File: config.mk
export PLATFORM = sky130hd
export DESIGN_NAME = vbr_ram
export DESIGN_NICKNAME = d
export VERILOG_FILES = /design/src/sv/video_bus_registers_with_beam_firq_macros.svh /design/src/sv/vbr_ram.sv
export SDC_FILE = /design/constraint.sdc
export NUM_CORES = 2
export LEC_CHECK = 0
export BUFFER_PORTS_ARGS = -buffer_cell sky130_fd_sc_hd__buf_2
export CAP_MARGIN = 10
export CORE_MARGIN = 10
export CORE_UTILIZATION = 46
export CTS_BUF_LIST = sky130_fd_sc_hd__clkbuf_8
export CTS_CLUSTER_SIZE = 24
export DETAILED_ROUTE_END_ITERATION = 12
export PLACE_DENSITY = 0.62
export SLEW_MARGIN = 15
export SYNTH_ARGS = -nofsm -noshare
export SYNTH_HDL_FRONTEND = slang
export SYNTH_SLANG_ARGS = --single-unit
File: constraint.sdc
create_clock -name clk_i -period 7.5 [get_ports clk_i]
set_clock_uncertainty 0.05 [all_clocks]
set_input_delay 1.125 -clock clk_i [delete_from_list [all_inputs] [get_ports clk_i]]
set_output_delay 1.125 -clock clk_i [all_outputs]
set_load 0.05 [all_outputs]
File: src/sv/video_bus_registers_with_beam_firq_macros.svh
// ----------------------------------------------------------------------------
// video bus registers assertion macros
// shared assertion wrappers on clk_i and rst_ni
// ----------------------------------------------------------------------------
`ifndef VIDEO_BUS_REGISTERS_WITH_BEAM_FIRQ_MACROS_SVH
`define VIDEO_BUS_REGISTERS_WITH_BEAM_FIRQ_MACROS_SVH

// checked only while out of reset
`define VBR_ASSERT(lbl, prop, msg) \
  lbl: assert property (@(posedge clk_i) disable iff (!rst_ni) prop) \
    else $error(msg);

// checked on every edge, reset included
`define VBR_ASSERT_ANY(lbl, prop, msg) \
  lbl: assert property (@(posedge clk_i) prop) \
    else $error(msg);

`endif

File: src/sv/vbr_ram.sv
// ----------------------------------------------------------------------------
// vbr_ram
// generic single-write single-read ram with registered read data
// ----------------------------------------------------------------------------
module vbr_ram #(
  parameter int WIDTH = 8,
  parameter int DEPTH = 256
) (
  input  logic                     clk_i,
  input  logic                     we_i,
  input  logic [$clog2(DEPTH)-1:0] waddr_i,
  input  logic [WIDTH-1:0]         wdata_i,
  input  logic                     re_i,
  input  logic [$clog2(DEPTH)-1:0] raddr_i,
  output logic [WIDTH-1:0]         rdata_o
);

  logic [WIDTH-1:0] mem_q [DEPTH];
  logic [WIDTH-1:0] rdata_q;

  // write port
  always_ff @(posedge clk_i) begin
    if (we_i) begin
      mem_q[waddr_i] <= wdata_i;
    end
  end

  // read port, data held until the next read
  always_ff @(posedge clk_i) begin
    if (re_i) begin
      rdata_q <= mem_q[raddr_i];
    end
  end

  assign rdata_o = rdata_q;

endmodule

==> metrics.md <==
| Metric | Value |
|---|---|
| CP startpoint kind | `input pin` |
| Yosys top cell by area | `edfxtp_1` |
| Syn Std Cell Area | `0.07964 mm²` |
| Peak VDD IR | `0.0001893 V` |
| Final Power | `22.98 mW` |
| Seq/Total Area, Yosys | `77.53%` |
| MaxCap Viol Count | `0` |
| Worst-Skew Late Latency | `1.04 ns` |
| Placed cell count | `5933` |
| Die X | `436.1 µm` |
| Vias in the first global route | `39642` |
| CTS resizes | `0` |
| Final setup viols | `0` |
| DR WL/cell | `30.83 µm` |
| CP Class | `input pin to flip-flop` |
| Reg-to-reg slack, setup | `4.24 ns` |
| TritonCTS clock tree | `yes` |
| Root Buffer | `clkbuf_8` |
| Post-synth top area share | `77.53%` |
| 1st-iter DRT viols | `4743` |
| Routability cong. | `0.8299` |
| DR vias | `39286` |
| Setup TNS | `0 ns` |
| Worst hold-check path type | `input pin to flip-flop` |
| Placed Area | `0.08220 mm²` |
| Design Area, Final | `0.08841 mm²` |
| Via density | `6.013` |
| Layout net count | `4002` |
| Crit-path max cell delay | `0.80 ns` |
| Fin cells | `6534` |
| Slew Limit Headroom | `12.70%` |
| Final wirelength | `201.5 mm` |
| Data arrival, critical path | `4.85 ns` |
| EDFF count, synth | `2056` |
| I/O Buffers | `34` |
| DRC Markers | `0` |
| Cell Chain, Critical Path | `buf_2, buf_4, nand2b_1, a211oi_1, a311oi_1, o221ai_1, a211oi_1, nor4_1` |
| Num CTS Buffers | `349` |
| CP Capture Type | `flip-flop` |
| Final Hold Fails | `0` |
| GRT Total Usage | `20.82%` |
| Crit Path Max Fanout | `27` |
| Hold_sp | `re_i` |
| Status | `finished, final reports clean` |
| DRT antenna net count | `0` |
| Synth Area per Inst | `21.33 µm²` |
| Fmax | `239.3 MHz` |
| Layout area overhead | `11.02%` |
| Die H | `436.1 µm` |
| Syn Nets | `3760` |
| Initial core utilization | `46.32%` |
| Worst-path clk slew | `0.06 ns` |
| Overflow after GRT | `0` |
| I/O pins | `35` |
| Setup Buffers After CTS | `0` |
| TritonCTS Sinks | `2056` |
| Period minus WS final | `4.178 ns` |
| Total power per unit cell area | `260.0 mW/mm²` |
| Die area | `0.1902 mm²` |
| Initial antenna violation count | `13` |
| Synth async-reset ratio | `0%` |
| CTS Hold Bufs | `0` |
| Actual slew at the worst max-slew pin | `1.298 ns` |
| CP most frequent cell | `a211oi_1` |
| Period Utilization, post-route | `55.71%` |
| CORE AREA | `0.1719 mm²` |
| Leakage | `27.47 nW` |
| Critical path's slowest cell | `a211oi_1` |
| Max Buffers Root-to-Sink | `4` |
| Pre-Repair DR Iteration Count | `6` |
| Synth warn | `0` |
| Critical path required time | `8.17 ns` |
| First-pass GRT wire length | `289.0 mm` |
| Hold path cells | `1` |
| Slew Limit Fails | `0` |
| Hold EP | `rdata_o[2]` |
| Worst flop-to-flop path endpoint | `rdata_o[0]` |
| Layout filler cell count | `13653` |
| H-Tree Depth | `5` |
| RSZ-0062 raised after global routing | `no` |
| Post-Synthesis Cells | `3733` |
| # rows | `152` |
| Share of layout cells above drive strength 1 | `24.06%` |
| Reg2Reg Launch Point | `mem_q[101][0]` |
| FF+latch count, synth | `2056` |
| Register-to-Register Path Depth | `6` |
| Detailed placement HPWL | `119.7 mm` |
| Largest net degree at the start of global routing | `165` |
| Synth area leaders | `edfxtp_1 78%, mux4_2 13%, mux2i_1 1.7%` |
| Unique masters post-synth | `54` |
| Main flop type after synthesis | `edfxtp_1` |
## worst max path at each step
stage / startpoint / to / slack [ns]
3_5_place_dp: raddr_i[4] / rdata_o[5] / 2.43
4_1_cts: raddr_i[4] / rdata_o[5] / 3.51
2_1_floorplan: raddr_i[0] / rdata_o[2] / 4.25
5_1_grt: raddr_i[0] / rdata_o[3] / 3.40
3_3_place_gp: raddr_i[0] / rdata_o[2] / 2.22
6_report: raddr_i[4] / rdata_o[5] / 3.32
## Yosys cell counts, drive strengths merged, types with 2 or more instances
| cell type | number |
|---|---|
| edfxtp | 2056 |
| mux4 | 456 |
| nor2 | 282 |
| mux2i | 134 |
| a22oi | 133 |
| buf | 122 |
| clkbuf | 111 |
| a21oi | 96 |
| o221ai | 47 |
| nand3 | 34 |
| nand2 | 33 |
| nor2b | 31 |
| o22ai | 28 |
| nor4 | 27 |
| nor3 | 22 |
| a211oi | 16 |
| a221oi | 14 |
| o21ai | 12 |
| nand4 | 10 |
| o211ai | 10 |
| a22o | 8 |
| nand2b | 8 |
| and2 | 6 |
| a2111oi | 5 |
| o22a | 5 |
| o32ai | 5 |
| or2 | 4 |
| a311oi | 2 |
| a31oi | 2 |
| and3b | 2 |
| nand3b | 2 |
## through the flow
stage               utilization (%)  hold slack, ns  worst slack [ns]
detailed placement            47.81           1.125             2.429
global route                  51.41          0.4576             3.405
floorplan                         -          0.8142             4.249
global placement              47.80           1.116             2.219
CTS                           51.40          0.4006             3.513
finish                        51.42          0.5146             3.322
## power breakdown
part	switching, mW	internal (mW)	leakage, nW
clock	4.36	4.79	3.54
sequential	0.0136	12.7	18.5
combinational	0.770	0.368	5.44
## area by class of cell
type	count	area (µm²)	area share, %
diodes	9	22.52	0.02547
clock buffers	356	4900	5.542
clock inverters	235	1269	1.435
inverters	2	7.507	0.008491
multi-input cells	1442	16520	18.69
flip-flops and latches	2056	61740	69.83
well taps	2310	2890	3.269
repair buffers	124	1062	1.202
## logic make-up (layout without fill, tap and decap cells)
kind of cell,count (synthesis),after routing,share of synthesized area (%)
DFF,2056,2056,77.53
AOI/OAI and AO/OA,385,385,3.416
muxes,591,591,14.60
other,0,9,0
and+or+nand+nor,466,466,2.625
buffers and inverters,235,717,1.829
## layout by cell type, fill, tap and decap left out, types with 12 or more instances in the layout
cell type and count:
edfxtp_1 2056, mux4_2 454, clkbuf_8 357, nor2_1 279, mux2i_1 134, a22oi_1 133
inv_1 103, a21oi_1 96, clkinv_1 83, buf_4 82, o221ai_1 46, nand2_1 32
clkinv_2 32, nand3_1 30, o22ai_1 28, nor2b_1 28, nor3_1 22, buf_2 22
nor4_1 20, a211oi_1 16, a221oi_1 13, bufinv_16 12
## registers in the layout (all words and copies together), names as in the netlist
| register | cells |
|---|---|
| rdata_o | 8 |
| mem_q | 2048 |
## routing by layer
| metal | global-route usage [%] | vias up | wire length (µm) |
|---|---|---|---|
| li1 | - | 16250 | - |
| met1 | 28.35 | 20807 | 80360 |
| met2 | 32.15 | 1828 | 96190 |
| met3 | 6.027 | 395 | 18660 |
| met4 | 7.363 | 6 | 6218 |
| met5 | 0 | - | 34 |
## critical path: cells and delay by family
family | cells | cell delay, ns
simple gates | 2 | 0.75
compound gates | 4 | 1.84
buf+inv | 2 | 1.08
No activity file was read; power rests on OpenSTA's default activity.
